===== config.mk =====
export PLATFORM = sky130hd
export DESIGN_NAME = p11s_ctrl
export DESIGN_NICKNAME = d
export VERILOG_FILES = /design/src/hdl/p11s_pkg.sv /design/src/hdl/p11s_ctrl.sv
export SDC_FILE = /design/constraint.sdc
export NUM_CORES = 1
export LEC_CHECK = 0
export CORE_AREA = 2 2 64 42
export DETAILED_ROUTE_END_ITERATION = 6
export DIE_AREA = 0 0 66 44
export DONT_BUFFER_PORTS = 1
export MAX_ROUTING_LAYER = met4
export PLACE_DENSITY = 0.6
export SYNTH_ARGS = -nofsm -noshare
export SYNTH_HDL_FRONTEND = slang
export SYNTH_SLANG_ARGS = --single-unit

===== constraint.sdc =====
create_clock -name clk -period 2.25 [get_ports clk]
set_input_delay 0.1125 -clock clk [delete_from_list [all_inputs] [get_ports clk]]
set_output_delay 0.1125 -clock clk [all_outputs]
set_load 0.01 [all_outputs]

===== src/hdl/p11s_pkg.sv =====
// ----------------------------------------------------------------------------
// p11s_pkg
// Shared types, constants and helpers for the PDP-11 subset step unit.
// ----------------------------------------------------------------------------
package p11s_pkg;

    localparam int MEM_BYTES = 65536;
    localparam int MEM_AW    = $clog2(MEM_BYTES);
    localparam int HALF_WORDS = MEM_BYTES / 2;

    localparam logic [15:0] CONSOLE_RESET = 16'd65398;
    localparam logic [15:0] PC_RESET      = 16'd512;

    typedef enum logic [3:0] {
        K_HALT    = 4'd0,
        K_MOV     = 4'd1,
        K_MOVB    = 4'd2,
        K_ADD     = 4'd3,
        K_SOB     = 4'd4,
        K_CLR     = 4'd5,
        K_BEQ     = 4'd6,
        K_BPL     = 4'd7,
        K_BR      = 4'd8,
        K_TST     = 4'd9,
        K_TSTB    = 4'd10,
        K_JSR     = 4'd11,
        K_RTS     = 4'd12,
        K_UNKNOWN = 4'd13,
        K_LOAD    = 4'd14
    } kind_t;

    localparam int NUM_DEC = 13;

    localparam logic [15:0] DEC_MASK [NUM_DEC] = '{
        16'hFFFF, 16'o170000, 16'o170000, 16'o170000, 16'o177000, 16'o177700,
        16'o177400, 16'o177400, 16'o177400, 16'o177700, 16'o177700,
        16'o177000, 16'o177770
    };
    localparam logic [15:0] DEC_CODE [NUM_DEC] = '{
        16'o000000, 16'o010000, 16'o110000, 16'o060000, 16'o077000, 16'o005000,
        16'o001400, 16'o100000, 16'o000400, 16'o005700, 16'o105700,
        16'o004000, 16'o000200
    };

    typedef enum logic [4:0] {
        S_IDLE,
        S_LOAD,
        S_FETCH,
        S_FETCH_W,
        S_DECODE,
        S_RES,
        S_RES_X,
        S_RES_IND,
        S_OPRD,
        S_OPRD_MEM,
        S_MOV_WB,
        S_ADD_WB,
        S_CLR_WB,
        S_TST_NZ,
        S_SOB2,
        S_JSR1,
        S_JSR2,
        S_JSR3,
        S_RTS2,
        S_RTS3,
        S_DONE
    } state_t;

    typedef enum logic [4:0] {
        OP_NONE,
        OP_ACCEPT,
        OP_LOAD,
        OP_FETCH,
        OP_LATCH_IR,
        OP_RES,
        OP_RES_X,
        OP_RES_IND,
        OP_OPRD,
        OP_OPRD_MEM,
        OP_MOV_WB,
        OP_ADD_WB,
        OP_CLR_WB,
        OP_TST_NZ,
        OP_HALT,
        OP_SOB1,
        OP_SOB2,
        OP_BRANCH,
        OP_JSR1,
        OP_JSR2,
        OP_JSR3,
        OP_RTS1,
        OP_RTS2,
        OP_RTS3,
        OP_DONE
    } dp_op_t;

    typedef struct packed {
        logic        opcode;
        logic [15:0] load_address;
        logic [7:0]  load_byte;
    } in_item_t;

    typedef struct packed {
        logic [15:0] instr_address;
        logic [15:0] instr_word;
        logic [3:0]  instr_kind;
        logic        halted;
        logic        char_valid;
        logic [7:0]  char_out;
        logic        flag_n;
        logic        flag_z;
    } out_item_t;

    typedef struct packed {
        dp_op_t op;
        logic   sel_dst;
    } dp_cmd_t;

    typedef struct packed {
        kind_t      kind;
        logic [2:0] mode;
        logic       in_reg;
        logic       halted;
        logic       jsr_indirect;
    } dp_status_t;

    function automatic logic [15:0] sext8(logic [7:0] v);
        return {{8{v[7]}}, v};
    endfunction

    // first matching table entry wins
    function automatic kind_t decode_kind(logic [15:0] w);
        kind_t k;
        k = K_UNKNOWN;
        for (int i = NUM_DEC - 1; i >= 0; i--) begin
            if ((w & DEC_MASK[i]) == DEC_CODE[i])
            begin
                k = kind_t'(4'(i));
            end
        end
        return k;
    endfunction

endpackage


===== src/hdl/p11s_ctrl.sv =====
// ----------------------------------------------------------------------------
// p11s_ctrl
// Sequencer: walks fetch, operand resolution and execute steps, drives
// datapath commands and the channel handshakes.
// ----------------------------------------------------------------------------
module p11s_ctrl (
    input  logic                  clk,
    input  logic                  rst_n,
    input  logic                  in_valid,
    input  logic                  in_opcode,
    output logic                  in_stall,
    output logic                  out_valid,
    input  logic                  out_stall,
    output p11s_pkg::dp_cmd_t     cmd,
    input  p11s_pkg::dp_status_t  status
);
    import p11s_pkg::*;

    state_t state_reg, state_next;
    logic   phase_reg, phase_next;
    logic   out_valid_reg, out_valid_next;
    state_t after_res;
    state_t after_read;

    always_ff @(posedge clk or negedge rst_n)
    begin
        if (!rst_n)
        begin
            state_reg     <= S_IDLE;
            phase_reg     <= 1'b0;
            out_valid_reg <= 1'b0;
        end
        else
        begin
            state_reg     <= state_next;
            phase_reg     <= phase_next;
            out_valid_reg <= out_valid_next;
        end
    end

    // where to go once an operand address is known
    always_comb
    begin
        if (!phase_reg || status.kind == K_ADD || status.kind == K_TST ||
            status.kind == K_TSTB)
        begin
            after_res = S_OPRD;
        end
        else if (status.kind == K_MOV || status.kind == K_MOVB)
        begin
            after_res = S_MOV_WB;
        end
        else if (status.kind == K_CLR)
        begin
            after_res = S_CLR_WB;
        end
        else
        begin
            after_res = S_JSR1;
        end

        if (!phase_reg)
        begin
            after_read = S_RES;
        end
        else if (status.kind == K_ADD)
        begin
            after_read = S_ADD_WB;
        end
        else
        begin
            after_read = S_TST_NZ;
        end
    end

    always_comb
    begin
        state_next  = state_reg;
        phase_next  = phase_reg;
        cmd.op      = OP_NONE;
        cmd.sel_dst = phase_reg;
        out_valid_next = out_valid_reg && out_stall;

        case (state_reg)
            S_IDLE:
            begin
                if (in_valid)
                begin
                    cmd.op = OP_ACCEPT;
                    if (!in_opcode)
                    begin
                        state_next = S_LOAD;
                    end
                    else if (status.halted)
                    begin
                        state_next = S_DONE;
                    end
                    else
                    begin
                        state_next = S_FETCH;
                    end
                end
            end
            S_LOAD:
            begin
                cmd.op     = OP_LOAD;
                state_next = S_DONE;
            end
            S_FETCH:
            begin
                cmd.op     = OP_FETCH;
                state_next = S_FETCH_W;
            end
            S_FETCH_W:
            begin
                cmd.op     = OP_LATCH_IR;
                state_next = S_DECODE;
            end
            S_DECODE:
            begin
                case (status.kind)
                    K_HALT:
                    begin
                        cmd.op     = OP_HALT;
                        state_next = S_DONE;
                    end
                    K_MOV, K_MOVB, K_ADD:
                    begin
                        phase_next = 1'b0;
                        state_next = S_RES;
                    end
                    K_CLR, K_TST, K_TSTB:
                    begin
                        phase_next = 1'b1;
                        state_next = S_RES;
                    end
                    K_JSR:
                    begin
                        phase_next = 1'b1;
                        state_next = status.jsr_indirect ? S_RES : S_DONE;
                    end
                    K_SOB:
                    begin
                        cmd.op     = OP_SOB1;
                        state_next = S_SOB2;
                    end
                    K_BEQ, K_BPL, K_BR:
                    begin
                        cmd.op     = OP_BRANCH;
                        state_next = S_DONE;
                    end
                    K_RTS:
                    begin
                        // register field sits in the low bits
                        cmd.op      = OP_RTS1;
                        cmd.sel_dst = 1'b1;
                        phase_next  = 1'b1;
                        state_next  = S_RTS2;
                    end
                    default:
                    begin
                        state_next = S_DONE;
                    end
                endcase
            end
            S_RES:
            begin
                cmd.op = OP_RES;
                case (status.mode)
                    3'd3, 3'd5: state_next = S_RES_IND;
                    3'd6, 3'd7: state_next = S_RES_X;
                    default:    state_next = after_res;
                endcase
            end
            S_RES_X:
            begin
                cmd.op     = OP_RES_X;
                state_next = (status.mode == 3'd7) ? S_RES_IND : after_res;
            end
            S_RES_IND:
            begin
                cmd.op     = OP_RES_IND;
                state_next = after_res;
            end
            S_OPRD:
            begin
                cmd.op = OP_OPRD;
                if (status.in_reg)
                begin
                    state_next = after_read;
                    phase_next = 1'b1;
                end
                else
                begin
                    state_next = S_OPRD_MEM;
                end
            end
            S_OPRD_MEM:
            begin
                cmd.op     = OP_OPRD_MEM;
                state_next = after_read;
                phase_next = 1'b1;
            end
            S_MOV_WB:
            begin
                cmd.op     = OP_MOV_WB;
                state_next = S_DONE;
            end
            S_ADD_WB:
            begin
                cmd.op     = OP_ADD_WB;
                state_next = S_DONE;
            end
            S_CLR_WB:
            begin
                cmd.op     = OP_CLR_WB;
                state_next = S_DONE;
            end
            S_TST_NZ:
            begin
                cmd.op     = OP_TST_NZ;
                state_next = S_DONE;
            end
            S_SOB2:
            begin
                cmd.op     = OP_SOB2;
                state_next = S_DONE;
            end
            S_JSR1:
            begin
                cmd.op     = OP_JSR1;
                state_next = S_JSR2;
            end
            S_JSR2:
            begin
                cmd.op     = OP_JSR2;
                state_next = S_JSR3;
            end
            S_JSR3:
            begin
                cmd.op     = OP_JSR3;
                state_next = S_DONE;
            end
            S_RTS2:
            begin
                cmd.op     = OP_RTS2;
                state_next = S_RTS3;
            end
            S_RTS3:
            begin
                cmd.op     = OP_RTS3;
                state_next = S_DONE;
            end
            S_DONE:
            begin
                // hold until the previous transaction has left the output
                if (!out_valid_reg || !out_stall)
                begin
                    cmd.op         = OP_DONE;
                    out_valid_next = 1'b1;
                    state_next     = S_IDLE;
                end
            end
            default:
            begin
                state_next = S_IDLE;
            end
        endcase
    end

    assign in_stall  = (state_reg != S_IDLE);
    assign out_valid = out_valid_reg;

endmodule


==> metrics, run 1 <==
placer congestion estimate=roughly 0.93; vertical die dimension=approximately 44 um; signed area change from the synthesized netlist to the final layout=7.788%; area fraction of the dominant cell type after synthesis=~16%; number of nets in the finished design=~170; Yosys warning count=0; outcome=complete, no violations; area of the core region=~2300 sq um; Total Neg Setup Slack=0 ns; Final Slew Violations=0; #FFs+latches synth=7; # resized after CTS=0; number of CTS-inserted buffers=3; most common cell in the netlist=nand2_1; Worst Max-Slew Pin Slew=around 0.6 ns; worst hold path class=input pin to register; top_reg_cell synth=dfrtp_1; Detailed Place HPWL=around 2600 um; count of buffer and inverter cells on the critical path=1; combined area of all synthesized cells=1109 sq um; final-report setup violation count=0; maximum achievable frequency=around 0.50 GHz; share of synthesized flip-flops with an asynchronous set or reset=between 90% and 100%; Final Power=0.001551 W; vias after detailed routing=~1300; number of rows in the core area=14; EDFF count, synth=0; top-level port count=23; max_cap viols=0; crit start category=register; largest fanout of any net on the critical path=11; synthesized area per cell=6.972 sq um; unrepaired setup endpoints after global routing=no; number of clock sinks=7; leading post-synthesis cells by cell area=dfrtp_1 16%, o21ai_0 4.5%, nand2_1 4.4%; clock transition at the registers of the reported paths=0.04 ns; max-slew headroom at the worst pin=60.05%; Unique masters post-synth=54; min Tclk post-route=1.987 ns; library cell occupying the most area in the post-synthesis netlist=dfrtp_1; most frequent cells after synthesis=13 x nand2_1, 11 x nor2_1, 10 x o21ai_0, 9 x a21oi_1; Synthesized Nets=174; fraction of the yosys area taken by sequential cells=15.80%; leakage power=roughly 0.44 nW; first-pass GRT wire length=roughly 5400 um; vias in the first global route=1100; 1st-pass router iterations=5; grt total ovfl=0; Final Hold Fails=0; Max H-tree Level=1; Antenna Violating Nets Remaining=0; period utilization=88.30%; clock tree from TritonCTS=done; worst setup path class=register to output port; maximum number of pins on one net before global-route repair=21; Bufs on Longest Clock Path=2; max FFs per register=5; number of instances in the synthesized netlist=159; initial detailed-routing violation count=approximately 170; chip width=66 um; post-route clock skew=0.005961 ns; area of the die=between 2000 and 3000 sq um; Worst Setup End Kind=output port; pwr/cell area=about 1300 nW/um^2; vias per cell=~7.1; maximum resistive drop on vdd=~0.00075 V; remaining design rule violation count=0; Avg WL per Cell=~18 um; library cell used as clock root buffer=clkbuf_8; worst endpoint data arrival time=1.87 ns; count of buffers inserted at the top-level ports=0; clock insertion delay at the later pin of the skew report=0.23 ns; cells along the critical path=buf_4 > nand2b_1 > a21oi_1 > o21ai_0 > o2111ai_1; biggest cell delay along the critical path=roughly 0.55 ns; kind of cell adding the most delay to the critical path=compound AO/OA/AOI/OAI gates; total track usage=25.61%; cell type of the slowest stage on the worst timing path=dfrtp_1; count of antenna diodes in the layout=0; layout cell share with drive strength beyond 1=~11%; antenna violations before repair=0; filler instances=232; effective utilization at floorplan=a little under half; Crit path required time=around 2.1 ns; DRT Wirelength=about 3400 um
what timing repair did:
item | 4_1_cts | 5_1_grt
endpoints found under the hold margin | 7 | 0
buffers inserted | 0 | 0
hold buffers | 1 | 0
power breakdown:
group | internal, W | switching (W)
clock | 0.000123 | 0.0000590
sequential | 0.000180 | 0.000152
combinational | 0.000423 | 0.000614
area by class of cell:
class / instances / area (sq um) / share of cell area [%]
Multi-Input combinational cell: 132 / 849.6 / 71.10
Tap cell: 32 / 40.04 / 3.351
Timing Repair Buffer: 8 / 62.56 / 5.236
Inverter: 6 / 22.52 / 1.885
Clock buffer: 4 / 45.04 / 3.770
Sequential cell: 7 / 175.2 / 14.66
worst reg2reg max path, delay by kind of cell (launching register included):
family,cells,cell delay (ns)
AND/OR/NAND/NOR,1,0.46
AO/OA/AOI/OAI,3,0.62
flip-flops,1,0.52
buffers and inverters,1,0.23
worst paths after layout:
path / slack, ns / end / cells after the start / from
worst max-delay path: 0.26 / cmd[1] / 5 / state_reg[4]
worst min-delay path: 0.11 / out_valid / 2 / out_stall
worst max register to register: 0.30 / state_reg[1] / 5 / state_reg[0]
worst min register to register: 0.70 / state_reg[3] / 2 / phase_reg
max in group asynchronous: 1.79 / out_valid / 1 / rst_n
min in group asynchronous: 0.21 / state_reg[1] / 1 / rst_n
logic make-up (layout without fill, tap and decap cells):
| family | count (synthesis) | in the layout | share of synthesized area, % |
|---|---|---|---|
| adders and majority gates | 1 | 1 | 0.9030 |
| buffers and inverters | 20 | 18 | 7.562 |
| DFF | 7 | 7 | 15.80 |
| AOI/OAI and AO/OA | 60 | 60 | 37.36 |
| and+or+nand+nor | 69 | 69 | 36.79 |
| xor gates and xnor gates | 2 | 2 | 1.580 |
through the flow:
| step | hold slack, ns | setup slack [ns] | std cells | utilization, % | instance area (sq um) |
|---|---|---|---|---|---|
| after global routing | 0.1058 | 0.1188 | 189 | 50.91 | 1195 |
| after CTS | 0.09451 | 0.3040 | 189 | 50.91 | 1195 |
| after floorplan | -0.1831 | 0.7140 | 159 | - | 1109 |
| final | 0.1098 | 0.2633 | 189 | 50.91 | 1195 |
| after detailed placement | -0.1829 | 0.3554 | 184 | 48.56 | 1140 |
| after global placement | -0.1829 | 0.3284 | 184 | 48.56 | 1140 |
routing by layer:
metal  track usage, %  share of wire [%]
met3            10.91                 14
met5                -                  0
met2            32.73                 40
met4            6.531                1.8
met1            36.39                 44
cells in the final DEF, fill, tap and decap left out, types with 3 or more instances in the layout:
cell,n
a32oi_1,3
o21ai_1,4
nand4_1,4
nor2b_1,4
dfrtp_1,7
and3_1,4
a21oi_1,9
a22oi_1,3
o211ai_1,4
clkbuf_8,3
nand3_1,7
buf_4,7
o21ai_0,10
o31ai_1,4
a31oi_1,5
nand2_1,13
inv_1,6
o21a_1,3
nor2_1,11
No activity file was read; power rests on OpenSTA's default activity.
==> inputs of run 2 (changes only) <==
ABC_AREA = 1   (was default)
ABC_CLOCK_PERIOD_IN_PS = 2250   (was default)
CORE_AREA = 2 2 49 51   (was 2 2 64 42)
DIE_AREA = 0 0 51 53   (was 0 0 66 44)
==> run 2 against run 1 <==
  * Fmax is 8.9% higher
  * Total power fell by 17%
  * Synthesized cell count is 21% higher
  * Wire length decreased by 15%
  * Clock-buffer cell count unchanged
  * Synthesized area is 5.4% lower
  * Utilization grew 0.64 points
  * Critical endpoint is now cmd[3]
  * Largest power group unchanged
==> metrics, run 2 <==
min Tclk post-route=1.824 ns (-0.1627 ns); Worst Setup End Kind=output port; leading post-synthesis cells by cell area=nand2_1 17%, dfrtp_1 17%, nand3_1 11%; Critical Path Source=state_reg[0]; leakage power=0.6352 nW (+44%); outcome=complete, no violations; count of buffer and inverter cells on the critical path=2 (+1); highest-count cells in the layout ignoring fill and taps=48 x nand2_1, 31 x nor2_1, 30 x inv_1, 24 x nand3_1, 7 x dfrtp_1; FF-to-FF setup slack=0.56 ns (+0.26 ns); Avg WL per Cell=12.83 um (-29%); period utilization=81.07% (-7.2 points); first-pass GRT wire length=4947 um (-8.0%); signed area change from the synthesized netlist to the final layout=5.608%; Final Power=0.001280 W (-17%); effective utilization at floorplan=48.81% (+1.6 points); worst setup path end=cmd[3]; most common cell in the netlist=nand2_1; most prevalent standard cell on the critical path=inv_1; worst setup path class=register to output port; leading cell type in the layout, fill and taps excluded=nand2_1; max FFs per register=5 (unchanged); 1st-pass router iterations=4 (-1); clock transition at the registers of the reported paths=0.05 ns (about the same); top-level port count=23 (unchanged); hold bufs inserted after CTS=1 (unchanged); vertical die dimension=53 um (+20%); vias in the first global route=1149 (+4.5%); area fraction of the dominant cell type after synthesis=17.18% (+1.4 points); Final Slew Violations=0 (unchanged); total track usage=24.52% (-1.1 points); crit start category=register; number of instances in the synthesized netlist=193 (+21%); max-slew headroom at the worst pin=75.98% (+16 points); Yosys warning count=0 (unchanged); post-route clock skew=0.004498 ns (-0.001463 ns); area of the core region=2148 sq um (-8.5%); remaining design rule violation count=0 (unchanged); combined area of all synthesized cells=1049 sq um (-5.4%); Synthesized Nets=208 (+20%); Worst Reg2Reg Path Length in Cells=9 (+4); maximum number of pins on one net before global-route repair=10 (-52%); terminus of the critical flop-to-flop path=state_reg[2]; most frequent cells after synthesis=48 x nand2_1, 31 x nor2_1, 30 x inv_1, 24 x nand3_1, 7 x dfrtp_1; # resized after CTS=0 (unchanged); #FFs+latches synth=7 (unchanged); antenna violations before repair=0 (unchanged); filler instances=229 (-1.3%); grt total ovfl=0 (unchanged); clock tree from TritonCTS=done; cells along the critical path=inv_1 > nand2_1 > nor2_1 > o21ai_1 > inv_1 > nor3_1 > nand4_1; share of synthesized flip-flops with an asynchronous set or reset=100.0% (unchanged); placer congestion estimate=0.9331 (about the same); number of clock sinks=7 (unchanged); Unique masters post-synth=29 (-46%); library cell occupying the most area in the post-synthesis netlist=nand2_1; vias after detailed routing=1242 (-7.3%); WP depth=7 (+2); Bufs on Longest Clock Path=2 (unchanged); unrepaired setup endpoints after global routing=no; maximum achievable frequency=0.5482 GHz (+8.9%); Worst Max-Slew Pin Slew=0.3566 ns (-0.2427 ns); chip width=51 um (-23%); kind of cell adding the most delay to the critical path=simple AND/OR/NAND/NOR gates; Total Neg Setup Slack=0 ns (unchanged); area of the die=2703 sq um (-6.9%); worst hold path class=input pin to register; cell type of the slowest stage on the worst timing path=dfrtp_1; count of buffers inserted at the top-level ports=0 (unchanged); number of CTS-inserted buffers=3 (unchanged); Reg2Reg Launch Point=state_reg[3]; number of nets in the finished design=212 (+23%); fraction of the yosys area taken by sequential cells=16.71% (+0.91 points); clock insertion delay at the later pin of the skew report=0.25 ns (+0.02 ns); vias per cell=5.545 (-22%); EDFF count, synth=0 (unchanged); maximum resistive drop on vdd=0.0004756 V (-37%); largest fanout of any net on the critical path=6 (-5); final-report setup violation count=0 (unchanged); initial detailed-routing violation count=63 (-64%); count of antenna diodes in the layout=0 (unchanged); number of rows in the core area=17 (+3); Detailed Place HPWL=2412 um (-7.6%); DRT Wirelength=2874 um (-15%); post-CTS setup buffers=0 (unchanged); top_reg_cell synth=dfrtp_1; Antenna Violating Nets Remaining=0 (unchanged); layout cell share with drive strength beyond 1=9.184% (-1.6 points); pwr/cell area=1156 nW/um^2 (-11%); library cell used as clock root buffer=clkbuf_4; max_cap viols=0 (unchanged); Final Hold Fails=0 (unchanged); Crit path required time=2.14 ns (about the same); Max H-tree Level=1 (unchanged); worst endpoint data arrival time=1.71 ns (-0.16 ns); synthesized area per cell=5.433 sq um (-22%); biggest cell delay along the critical path=0.47 ns (-0.08 ns)
## run 2: layout make-up
type	instances	area [sq um]	area share, %
clock buffers	4	26.28	2.373
flip-flops and latches	7	175.2	15.82
well taps	28	35.03	3.164
multi-input cells	150	733.2	66.21
repair buffers	1	10.01	0.9040
inverters	34	127.6	11.53
## run 2: cell families after synthesis
logic type | after synthesis | share of synthesized area (%)
AO/OA/AOI/OAI | 23 | 12.89
buffers and inverters | 36 | 13.36
flip-flops | 7 | 16.71
AND/OR/NAND/NOR | 127 | 57.04
## run 2: worst min path at each step
| stage | slack (ns) | start | depth (start not counted) | endpoint |
|---|---|---|---|---|
| finish | 0.008 | out_stall | 2 | out_valid |
| global route | 0.03 | out_stall | 2 | out_valid |
| CTS | 0.004 | out_stall | 2 | out_valid |
| detailed placement | -0.18 | rst_n | 0 | state_reg[4] |
| global placement | -0.18 | rst_n | 0 | out_valid |
| floorplan | -0.18 | rst_n | 0 | out_valid |
## run 2: worst register-to-register path, stage by stage, from the launching register on
cell     delay, ns
dfrtp_1       0.47
nor2_2        0.30
nand3_2       0.25
nor2_1        0.24
nor2_1        0.07
nand2_1       0.06
nor2_1        0.04
nand3_1       0.07
nand2_1       0.06
nand2_1       0.06
## run 2: stage by stage
step                      cell area, sq um  utilization, %  setup WS, ns  hold WS (ns)  cells
after global routing                  1107           51.54        0.2252       0.02960    224
after detailed placement              1071           49.85        0.6235       -0.1830    219
final                                 1107           51.54        0.4260      0.008243    224
after floorplan                       1049               -        0.8962       -0.1831    193
after CTS                             1107           51.54        0.4566      0.003669    224
after global placement                1071           49.85        0.5916       -0.1829    219
## run 2: power breakdown
part           switching, W  leakage, nW  internal, W
registers          0.000114       0.0888     0.000185
logic              0.000590        0.531     0.000279
clock network     0.0000453       0.0150    0.0000676
total              0.000750        0.635     0.000531
## run 2: layer usage
metal	global-route usage, %	vias up	part of all wire, %
li1	-	630	-
met1	30.29	549	43
met2	40.26	59	48
met3	5.650	4	7.4
met4	6.757	0	1.7
met5	-	-	0
